--- src/sv/servo_brake_sequencer_assert.svh ---
// assertion macros for the servo brake sequencer
// expects clk and arst_n in the scope of each use
`ifndef SERVO_BRAKE_SEQUENCER_ASSERT_SVH
`define SERVO_BRAKE_SEQUENCER_ASSERT_SVH

`ifndef ASSERT_OFF

`define SBS_ASSERT(lbl, prop, msg) \
	lbl: assert property (@(posedge clk) disable iff (!arst_n) prop) else $error(msg);

`define SBS_ASSERT_ALWAYS(lbl, prop, msg) \
	lbl: assert property (@(posedge clk) prop) else $error(msg);

`else

`define SBS_ASSERT(lbl, prop, msg)

`define SBS_ASSERT_ALWAYS(lbl, prop, msg)

`endif

`endif

--- src/sv/sbs_pkg.sv ---
// shared types and constants for the servo brake sequencer
// no dependencies
package sbs_pkg;

	localparam logic [15:0] TICK_MS         = 16'd1;
	localparam logic [2:0]  ZERO_STOP_CODE  = 3'd1;
	localparam logic [15:0] TEST_RELEASE_MS = 16'd20;
	localparam logic [15:0] MS_MAX          = 16'hFFFF;

	localparam logic [2:0] CFG_MOTORLESS_TEST     = 3'd0;
	localparam logic [2:0] CFG_RELEASE_DELAY_MS   = 3'd1;
	localparam logic [2:0] CFG_ENGAGE_SPEED_LEVEL = 3'd2;
	localparam logic [2:0] CFG_ENGAGE_WAIT_MS     = 3'd3;
	localparam logic [2:0] CFG_ENGAGE_DELAY_MS    = 3'd4;
	localparam logic [2:0] CFG_OUTPUT_SELECT_MODE = 3'd5;

	typedef enum logic [2:0] {
		STEP_INIT     = 3'd0,
		STEP_WAIT     = 3'd1,
		STEP_RELEASED = 3'd2,
		STEP_SLOW     = 3'd3,
		STEP_ENGAGE   = 3'd4
	} step_t;

	typedef struct packed {
		logic        motorless_test;
		logic [15:0] release_delay_ms;
		logic [15:0] engage_speed_level;
		logic [15:0] engage_wait_ms;
		logic [15:0] engage_delay_ms;
		logic        output_select_mode;
	} sbs_cfg_t;

	typedef struct packed {
		step_t       step;
		logic [15:0] elapsed_ms;
		logic        brake_flag;
		logic        release_flag;
		logic        zero_stop_flag;
		logic        power_fail_latch;
	} sbs_state_t;

	typedef struct packed {
		logic        servo_on_request;
		logic        ready_ignoring_phase;
		logic        pwm_enabled;
		logic        base_enable;
		logic        alarm_zero_stop;
		logic        power_fail_event;
		logic [15:0] motor_speed_abs;
		logic [2:0]  stop_mode_code;
		logic        safe_torque_off;
		logic        torque_mode;
		logic        external_brake_select;
	} sbs_in_t;

	typedef struct packed {
		logic       brake_applied;
		logic       release_request;
		logic       zero_stop_request;
		logic       brake_output_releasing;
		logic [2:0] sequence_step;
		logic       power_fail_pending;
	} sbs_out_t;

endpackage

--- src/sv/sbs_cfg_regs.sv ---
// configuration register bank for the servo brake sequencer
// depends on sbs_pkg
module sbs_cfg_regs (
	input  logic              clk,
	input  logic              arst_n,
	input  logic              cfg_we,
	input  logic [2:0]        cfg_index,
	input  logic [15:0]       cfg_data,
	output sbs_pkg::sbs_cfg_t cfg
);
	import sbs_pkg::*;

	sbs_cfg_t cfg_q;

	always_ff @(posedge clk or negedge arst_n) begin
		if (!arst_n) begin
			cfg_q <= '0;
		end else if (cfg_we) begin
			case (cfg_index)
				CFG_MOTORLESS_TEST:     cfg_q.motorless_test     <= cfg_data[0];
				CFG_RELEASE_DELAY_MS:   cfg_q.release_delay_ms   <= cfg_data;
				CFG_ENGAGE_SPEED_LEVEL: cfg_q.engage_speed_level <= cfg_data;
				CFG_ENGAGE_WAIT_MS:     cfg_q.engage_wait_ms     <= cfg_data;
				CFG_ENGAGE_DELAY_MS:    cfg_q.engage_delay_ms    <= cfg_data;
				CFG_OUTPUT_SELECT_MODE: cfg_q.output_select_mode <= cfg_data[0];
				default: begin
				end
			endcase
		end
	end

	assign cfg = cfg_q;

endmodule

--- src/sv/sbs_step_logic.sv ---
// next-state and result logic of the brake sequence, one tick per pass
// depends on sbs_pkg
module sbs_step_logic (
	input  sbs_pkg::sbs_cfg_t   cfg,
	input  sbs_pkg::sbs_state_t cur,
	input  sbs_pkg::sbs_in_t    tick,
	output sbs_pkg::sbs_state_t nxt,
	output sbs_pkg::sbs_out_t   result
);
	import sbs_pkg::*;

	logic        enabled;
	logic        forced;
	logic        pf;
	logic        go;
	logic [15:0] lim;
	logic [16:0] sum;
	logic [15:0] inc;

	assign enabled = tick.servo_on_request & tick.ready_ignoring_phase;
	assign forced  = tick.stop_mode_code > ZERO_STOP_CODE;
	assign pf      = cur.power_fail_latch | tick.power_fail_event;
	assign go      = cfg.motorless_test ? tick.base_enable : tick.pwm_enabled;
	assign lim     = cfg.motorless_test ? TEST_RELEASE_MS : cfg.release_delay_ms;
	assign sum     = {1'b0, cur.elapsed_ms} + {1'b0, TICK_MS};
	assign inc     = sum[16] ? MS_MAX : sum[15:0];

	always_comb begin
		nxt = cur;
		nxt.power_fail_latch = pf;
		case (cur.step)
			STEP_INIT: begin
				nxt.brake_flag     = 1'b1;
				nxt.zero_stop_flag = 1'b0;
				nxt.elapsed_ms     = '0;
				nxt.step           = STEP_WAIT;
			end
			STEP_WAIT: begin
				if (enabled) begin
					nxt.release_flag = 1'b1;
					if (go) begin
						nxt.elapsed_ms = inc;
						if (inc > lim) begin
							nxt.brake_flag = 1'b0;
							nxt.elapsed_ms = '0;
							nxt.step       = STEP_RELEASED;
						end
					end else begin
						nxt.elapsed_ms = '0;
					end
				end else begin
					nxt.release_flag = 1'b0;
					nxt.elapsed_ms   = '0;
				end
			end
			STEP_RELEASED: begin
				if (enabled || tick.alarm_zero_stop) begin
					nxt.step = STEP_RELEASED;
				end else if (pf) begin
					nxt.brake_flag = 1'b1;
					nxt.elapsed_ms = '0;
					nxt.step       = STEP_ENGAGE;
				end else if (tick.motor_speed_abs >= cfg.engage_speed_level) begin
					nxt.release_flag = 1'b0;
					nxt.step         = STEP_SLOW;
				end else if (forced || cfg.engage_delay_ms == '0 || tick.safe_torque_off) begin
					nxt.release_flag = 1'b0;
					nxt.brake_flag   = 1'b1;
					nxt.step         = STEP_WAIT;
				end else begin
					nxt.brake_flag     = 1'b1;
					nxt.zero_stop_flag = ~tick.torque_mode;
					nxt.step           = STEP_ENGAGE;
				end
			end
			STEP_SLOW: begin
				nxt.elapsed_ms = inc;
				if (inc >= cfg.engage_wait_ms ||
				    tick.motor_speed_abs <= cfg.engage_speed_level) begin
					nxt.brake_flag = 1'b1;
					nxt.elapsed_ms = '0;
					nxt.step       = STEP_WAIT;
				end
			end
			STEP_ENGAGE: begin
				nxt.elapsed_ms = inc;
				if ((pf && inc >= cfg.engage_delay_ms) ||
				    (!pf && (inc >= cfg.engage_delay_ms || forced || tick.safe_torque_off))) begin
					nxt.release_flag     = 1'b0;
					nxt.zero_stop_flag   = 1'b0;
					nxt.elapsed_ms       = '0;
					nxt.step             = STEP_WAIT;
					nxt.power_fail_latch = 1'b0;
				end
			end
			default: begin
				nxt = cur;
				nxt.power_fail_latch = pf;
			end
		endcase
	end

	always_comb begin
		result.brake_applied     = nxt.brake_flag;
		result.release_request   = nxt.release_flag;
		result.zero_stop_request = nxt.zero_stop_flag;
		if (!cfg.output_select_mode) begin
			result.brake_output_releasing = nxt.brake_flag | cfg.motorless_test;
		end else begin
			result.brake_output_releasing = ~tick.external_brake_select & ~tick.base_enable;
		end
		result.sequence_step      = nxt.step;
		result.power_fail_pending = nxt.power_fail_latch;
	end

endmodule

--- src/sv/servo_brake_sequencer.sv ---
// servo holding-brake sequencer, top level
// path from tick transfer to result valid: input stage, then result stage (both registered)
// throughput: one tick per cycle unless the receiver stalls, set by the single-pass step logic between the stages
// reset: asynchronous, active low; step init, brake engaged, counter, flags,
// stage valids and configuration cleared
// depends on sbs_pkg, sbs_cfg_regs, sbs_step_logic, servo_brake_sequencer_assert.svh
module servo_brake_sequencer (
	input  logic             clk,
	input  logic             arst_n,
	input  logic             cfg_we,
	input  logic [2:0]       cfg_index,
	input  logic [15:0]      cfg_data,
	input  logic             tick_valid,
	output logic             tick_stall,
	input  sbs_pkg::sbs_in_t tick_data,
	output logic             result_valid,
	input  logic             result_stall,
	output sbs_pkg::sbs_out_t result_data
);
	import sbs_pkg::*;

	`include "servo_brake_sequencer_assert.svh"

	sbs_cfg_t   cfg;
	sbs_state_t state_q;
	sbs_state_t state_nxt;
	sbs_out_t   result_nxt;
	sbs_in_t    tick_s1;
	logic       valid_s1;
	sbs_out_t   result_s2;
	logic       valid_s2;
	logic       advance;

	sbs_cfg_regs u_cfg (
		.clk       (clk),
		.arst_n    (arst_n),
		.cfg_we    (cfg_we),
		.cfg_index (cfg_index),
		.cfg_data  (cfg_data),
		.cfg       (cfg)
	);

	sbs_step_logic u_step (
		.cfg    (cfg),
		.cur    (state_q),
		.tick   (tick_s1),
		.nxt    (state_nxt),
		.result (result_nxt)
	);

	assign advance    = valid_s1 & (~valid_s2 | ~result_stall);
	assign tick_stall = valid_s1 & ~advance;

	always_ff @(posedge clk or negedge arst_n) begin
		if (!arst_n) begin
			valid_s1 <= 1'b0;
		end else if (!tick_stall) begin
			valid_s1 <= tick_valid;
		end
	end

	always_ff @(posedge clk) begin
		if (!tick_stall && tick_valid) begin
			tick_s1 <= tick_data;
		end
	end

	always_ff @(posedge clk or negedge arst_n) begin
		if (!arst_n) begin
			valid_s2 <= 1'b0;
		end else if (advance) begin
			valid_s2 <= 1'b1;
		end else if (!result_stall) begin
			valid_s2 <= 1'b0;
		end
	end

	always_ff @(posedge clk) begin
		if (advance) begin
			result_s2 <= result_nxt;
		end
	end

	always_ff @(posedge clk or negedge arst_n) begin
		if (!arst_n) begin
			state_q.step             <= STEP_INIT;
			state_q.elapsed_ms       <= '0;
			state_q.brake_flag       <= 1'b1;
			state_q.release_flag     <= 1'b0;
			state_q.zero_stop_flag   <= 1'b0;
			state_q.power_fail_latch <= 1'b0;
		end else if (advance) begin
			state_q <= state_nxt;
		end
	end

	assign result_valid = valid_s2;
	assign result_data  = result_s2;

	`SBS_ASSERT(a_released_brake_open, (state_q.step == STEP_RELEASED || state_q.step == STEP_SLOW) |-> !state_q.brake_flag, "brake applied in released or slow-down step")
	`SBS_ASSERT(a_engage_brake_closed, (state_q.step == STEP_ENGAGE) |-> state_q.brake_flag, "brake open in engaging step")
	`SBS_ASSERT(a_no_stall_when_empty, !valid_s2 |-> !tick_stall, "input stalled with empty result stage")
	`SBS_ASSERT(a_advance_fills, advance |=> valid_s2, "result stage not filled after transfer")
	`SBS_ASSERT(a_state_holds, !advance |=> $stable(state_q), "state moved without a tick")

endmodule

--- config.mk ---
export PLATFORM = sky130hd
export DESIGN_NAME = servo_brake_sequencer
export DESIGN_NICKNAME = d
export VERILOG_FILES = /design/src/sv/sbs_pkg.sv /design/src/sv/sbs_cfg_regs.sv /design/src/sv/sbs_step_logic.sv /design/src/sv/servo_brake_sequencer.sv
export VERILOG_INCLUDE_DIRS = /design/src /design/src/sv
export SDC_FILE = /design/constraint.sdc
export NUM_CORES = 1
export LEC_CHECK = 0
export CORE_MARGIN = 8
export CORE_UTILIZATION = 55
export DETAILED_ROUTE_END_ITERATION = 8
export DONT_BUFFER_PORTS = 1
export GPL_TIMING_DRIVEN = 0
export PLACE_DENSITY = 0.81
export SKIP_CTS_REPAIR_TIMING = 1
export SLEW_MARGIN = 20
export SYNTH_ARGS = -nofsm -noshare
export SYNTH_HDL_FRONTEND = slang
export SYNTH_SLANG_ARGS = --single-unit
--- constraint.sdc ---
create_clock -name clk -period 5 [get_ports clk]
set_input_delay 1 -clock clk [delete_from_list [all_inputs] [get_ports clk]]
set_output_delay 1 -clock clk [all_outputs]
set_load 0.02 [all_outputs]
# --- Yosys cells after proc, flatten, opt, wreduce, memory -nomap -nowiden ---
# Index checks and enable logic that the tools add are counted.
op_classes:
  n_reduce_logical: 23
  muxes: 35
  order_cmp: 6
  n_addsub: 1
  eq_ne: 12
  n_bitwise: 13
ops:
  columns: ["op", "count"]
  rows:
  - ["case mux 19 bit (5 select lines)", 1]
  - ["two-way mux 16 bit", 5]
  - [">= comparator 16 bit", 3]
  - ["two-way mux 20 bit", 2]
  - ["two-way mux 19 bit", 2]
  - ["two-way mux 3 bit", 7]
  - ["adder 16 x 1 -> 17 bit, second input constant", 1]
  - ["greater-than comparator 16 bit", 1]
  - ["less-or-equal comparator 16 bit", 1]
  - ["zero test 16 bit", 1]
  - ["two-way mux 1 bit", 14]
  - ["== test 3 x 2 -> 1 bit, second input constant", 4]
  - ["AND reduction 2 bit", 6]
  - ["== test 3 bit, second input constant", 3]
  - ["logical OR 1 bit", 7]
  - ["== test 3 x 1 -> 1 bit, second input constant", 2]
  - ["zero test 3 bit", 2]
  - ["NOT 1 bit", 6]
  - ["case mux 1 bit (3 select lines)", 2]
  - ["nonzero test 5 bit", 1]
  - ["AND 1 bit", 4]
  - ["inequality test 2 x 1 -> 1 bit, second input constant", 2]
  - ["case mux 1 bit (4 select lines)", 1]
  - ["AND reduction 4 bit", 1]
  - ["other kinds (6)", 11]
word_totals:
  inputBits: 52
  wordCells: 121
  reg_bits: 127
  output_inout_bits: 10

# --- Depth between registers and ports, before layout ---
logic_depth:
  ltp_word: 10
  ltp_mapped: 17
  ltp_nobuf: 15

# --- Hierarchy ---
# A second synthesis with hierarchy kept.
unflattened:
  hier_cells: 659
  area_unflattened_um2: 7573.5
by_module_without_submodules:
  columns: ["mod", "instances", "area_per_inst_um2", "seq_area_each_um2", "cells_each"]
  rows:
  - ["sbs_step_logic", 1, 2870.3, 0.0, 422]
  - ["sbs_cfg_regs", 1, 2665.1, 1651.6, 145]
  - ["servo_brake_sequencer", 1, 2038.2, 1707.9, 92]

# --- Worst setup path after synthesis ---
# No wires, ideal clock.
synth_timing:
  path_type: "reg-to-reg"
  start: "register state_q[4] (netlist name)"
  end: "register result_s2 (netlist bit result_data[4]), data pin"
  path_slack_ps: 959
  stages_incl_launch_ff: 16
  setup_ps: 263
  arrival_time_ps: 3778
  required_ps: 4737
  path_buffers: 2
  period_less_slack_ps: 4041
  path_cell_list: "dfrtp_1 ha_1 nand3_1 or3_1 buf_6 or3_2 clkbuf_1 nand2_1 ha_1 and4_2 and4_2 a41o_2 a211o_2 o221a_2 o22ai_1 a21oi_1"
synth_lines:
  columns: ["element", "line_no", "rtl"]
  rows:
  - ["start, declared", "servo_brake_sequencer.sv:25", "sbs_state_t state_q;"]
  - ["start signal, assigned", "servo_brake_sequencer.sv:93", "state_q <= state_nxt;"]
  - ["end signal, assigned", "servo_brake_sequencer.sv:80", "result_s2 <= result_nxt;"]
  - ["end, declared", "servo_brake_sequencer.sv:30", "sbs_out_t result_s2;"]

# --- Worst setup path after layout ---
layout_timing:
  start: "register state_q[4] (netlist name)"
  end: "register state_q[18] (netlist name)"
layout_via:
  elab_chain_len: 9
  word_cells_on_any_way: 17
  cone_classes: "add/sub (1); order compare (3); mux (7); reduce/logical (6)"
layout_rtl:
  columns: ["element", "line_no", "rtl"]
  rows:
  - ["adder 16 x 1 -> 17 bit (*)", "sbs_step_logic.sv:25", "assign sum = {1'b0, cur.elapsed_ms} + {1'b0, TICK_MS};"]
  - ["two-way mux 16 bit (*)", "sbs_step_logic.sv:26", "assign inc = sum[16] ? MS_MAX : sum[15:0];"]
  - [">= comparator 16 bit", "sbs_step_logic.sv:87, sbs_step_logic.sv:88", null]
  - ["logical OR 1 bit (2 in a row)", "sbs_step_logic.sv:88", "(!pf && (inc >= cfg.engage_delay_ms || forced || tick.safe_torque_off))) begin"]
  - ["logical AND 1 bit", "sbs_step_logic.sv:88", null]
  - ["logical OR 1 bit", "sbs_step_logic.sv:87", "if ((pf && inc >= cfg.engage_delay_ms) ||"]
  - ["two-way mux 19 bit", "sbs_step_logic.sv:87", null]
  - ["case mux 19 bit (5 select lines) (*)", "sbs_step_logic.sv:31", "case (cur.step)"]
# Mark *: on every way between the ends. The rest lies on a longest branch, timed or not.
# A chain may end at the register's enable or synchronous reset.

==> flow_summary_export.csv <==
group,metric,value,unit
timing,rsz0062_at_grt,"false",
layout,area_growth,11.6,%
yosys,synthCells,673,
clocking,cts_made_buffers,17,
global_routing,track_usage,20.7,%
die,num_rows,41,
layout,finalNetCount,806,
critical_path,crit_path_start_kind,"register",
timing,finalHoldViolations,0,
clocking,clk-insertion-delay-late,0.42,ns
route,drtIter0Drc,460,
timing,finClkSkew,0.00751,ns
timing,period_share,94.5,%
timing,final.setup.tns,0,ns
placed_design,gp_congestion,0.924,
power_and_ir_drop,max-vdd-ir-drop,280,uV
yosys,netlist_area,0.00697,mm^2
critical_path,cp_max_fo,10,
yosys,syn_nets,787,
route,drc,0,
yosys,avgSynthCellArea,10.4,um^2
power_and_ir_drop,p_leak,3.44,nW
yosys,synthArstFlopShare,72.2,%
timing,tightest_slew,0.982,ns
layout,diodes,0,
clocking,cts_max_level,4,
yosys,yosysTopAreaCell,"dfrtp_1",
layout,final.fill_count,965,
die,die-area,0.0165,mm^2
placed_design,place.port_buffers,0,
yosys,synthFlopType,"dfrtp_1",
clocking,cts_root_buf,"clkbuf_16",
die,core,0.0125,mm^2
timing,hold_slack,0.274,ns
global_routing,antenna_found_initial,0,
global_routing,grt_pass1_vias,5420,
die,die_width,129,um
flow_run,drv_cap,0,
status,status,"completed",
die,die_h,129,um
layout,final_layout_size_suffix_gt1_share,13.5,%
die,start_util,55.7,%
route,drtPass1Iterations,5,
route,num_vias,5206,
critical_path,cp.arrival,5.05,ns
clocking,clock-sinks,126,
route,wl,16300,um
power_and_ir_drop,fin_total_pwr,0.00306,W
hold_path,min_path_type,"primary input to asynchronous set/reset pin",
timing,max_clock_freq,0.212,GHz
timing,period_minus_slack,4.73,ns
route,drt-vias-per-instance,5.94,
critical_path,worst-setup-path-type,"register to register",
yosys,ys_types,60,
yosys,synth_edf_count,35,
timing,setup_viol,0,
global_routing,grt_first_pass_wirelength,26900,um
yosys,synth-seq-cells,126,
placed_design,dpl.hpwl,12000,um
die,io_pins,62,
global_routing,grt_overflow,0,
route,wire_per_inst,18.6,um
route,ant_nets,0,
yosys,synth_top_area_share,32.3,%
critical_path,end_kind,"register",
clocking,clockBufferDepth,2,
timing,maxSlewViolCount,0,
global_routing,grt_max_degree,92,
yosys,yosysMostFrequentCell,"nand2_1",
clocking,cts_tree,"built",
yosys,synth_area_leaders,"dfrtp_1 32%, edfxtp_1 15%, ha_1 11%",
critical_path,required,5.33,ns
yosys,synth-seq-area-share,47.8,%
yosys,yosys_warnings,0,
power_and_ir_drop,powerDensity,393,mW/mm^2
layout,post-route-util,62.1,%
yosys,synth_common_cells,"97 x nand2_1, 90 x dfrtp_1, 62 x ha_1",
timing,maxSlewHeadroom,34.0,%
clocking,clkTransAtPathRegs,0.06,ns
==> where the power goes <==
group	switching, W	internal [W]
logic	0.000301	0.000236
registers	0.0000985	0.00122
clock network	0.000453	0.000746
total	0.000853	0.00220
==> per-stage QoR <==
step | std cells | setup WS, ns | instance area (um^2)
6_report | 877 | 0.274 | 7770
5_1_grt | 877 | 0.0485 | 7770
4_1_cts | 877 | 0.195 | 7750
3_5_place_dp | 845 | 0.276 | 7180
3_3_place_gp | 845 | 0.321 | 7180
2_1_floorplan | 673 | 0.959 | 6970
==> critical path, cell delays in order (launching register included) <==
cell and delay, ns:
dfrtp_1 0.39, ha_1 0.20, nand3_1 0.26, or3_1 0.44
buf_6 0.15, or3_2 0.51, clkbuf_1 0.27, nand2_2 0.21
ha_1 0.27, a21o_1 0.17, a21o_1 0.19, a211o_2 0.33
a221oi_1 0.30, a21oi_1 0.15, nor4_2 0.30, a311oi_4 0.12
buf_6 0.19, o21ai_0 0.18
==> flip-flops by register name, indices dropped and copies added, names as in the netlist <==
| name | count |
|---|---|
| result_valid | 1 |
| u_cfg.cfg | 66 |
| valid_s1 | 1 |
| state_q | 23 |
| result_data | 8 |
| tick_s1 | 27 |
==> per-layer routing <==
metal | GRT usage, % | up-vias | part of all wire, % | wire length (um)
li1 | - | 2454 | - | -
met1 | 24.3 | 2545 | 42 | 6820
met2 | 36.0 | 175 | 50 | 8250
met3 | 5.05 | 32 | 5.4 | 889
met4 | 8.22 | 0 | 2.3 | 382
met5 | 0 | - | 0 | 0
==> layout make-up <==
type / count / area [um^2] / area share, %
buffer: 20 / 120 / 1.54
clock buffer: 22 / 454 / 5.84
clock inverter: 10 / 115 / 1.48
inverter: 56 / 210 / 2.70
multi-input combinational: 471 / 3330 / 42.8
sequential: 126 / 3330 / 42.8
tap: 172 / 215 / 2.77
==> placed cells by master, fill, tap and decap left out, drive strengths merged, types with 8 or more instances in the layout <==
cell    Yosys  routed
nand3      12      12
clkbuf     15      37
nand2      97      97
nand2b     19      19
ha         62      62
nor2       26      26
a21o       11      11
mux2       40      40
o211ai     12      12
inv        56      57
and4        9       9
edfxtp     35      35
nor3        8       8
o21ai      62      62
nand4      10      10
a21oi      25      25
dfrtp      90      90
==> cell families (layout without fill, tap and decap cells) <==
family                     after synthesis  count (layout)  synth area share (%)
and+or+nand+nor                        209             209                  14.8
AOI/OAI and AO/OA                      150             150                  13.8
adders and majority gates               63              63                  11.3
DFF                                    126             126                  47.8
xor gates and xnor gates                 8               8                  1.01
buffers and inverters                   76             108                  4.74
muxes                                   41              41                  6.61
==> worst paths after layout <==
path	slack (ns)	endpoint	from	cells after the start
min	0.27	u_cfg.cfg[2]	arst_n	0
min in group clk	0.50	u_cfg.cfg[49]	u_cfg.cfg[49]	1
max reg2reg	0.27	state_q[18]	state_q[4]	17
max in group asynchronous	4.50	state_q[3]	arst_n	0
min reg2reg	0.50	u_cfg.cfg[49]	u_cfg.cfg[49]	1
max	0.27	state_q[18]	state_q[4]	17
No activity file was read; power rests on OpenSTA's default activity.
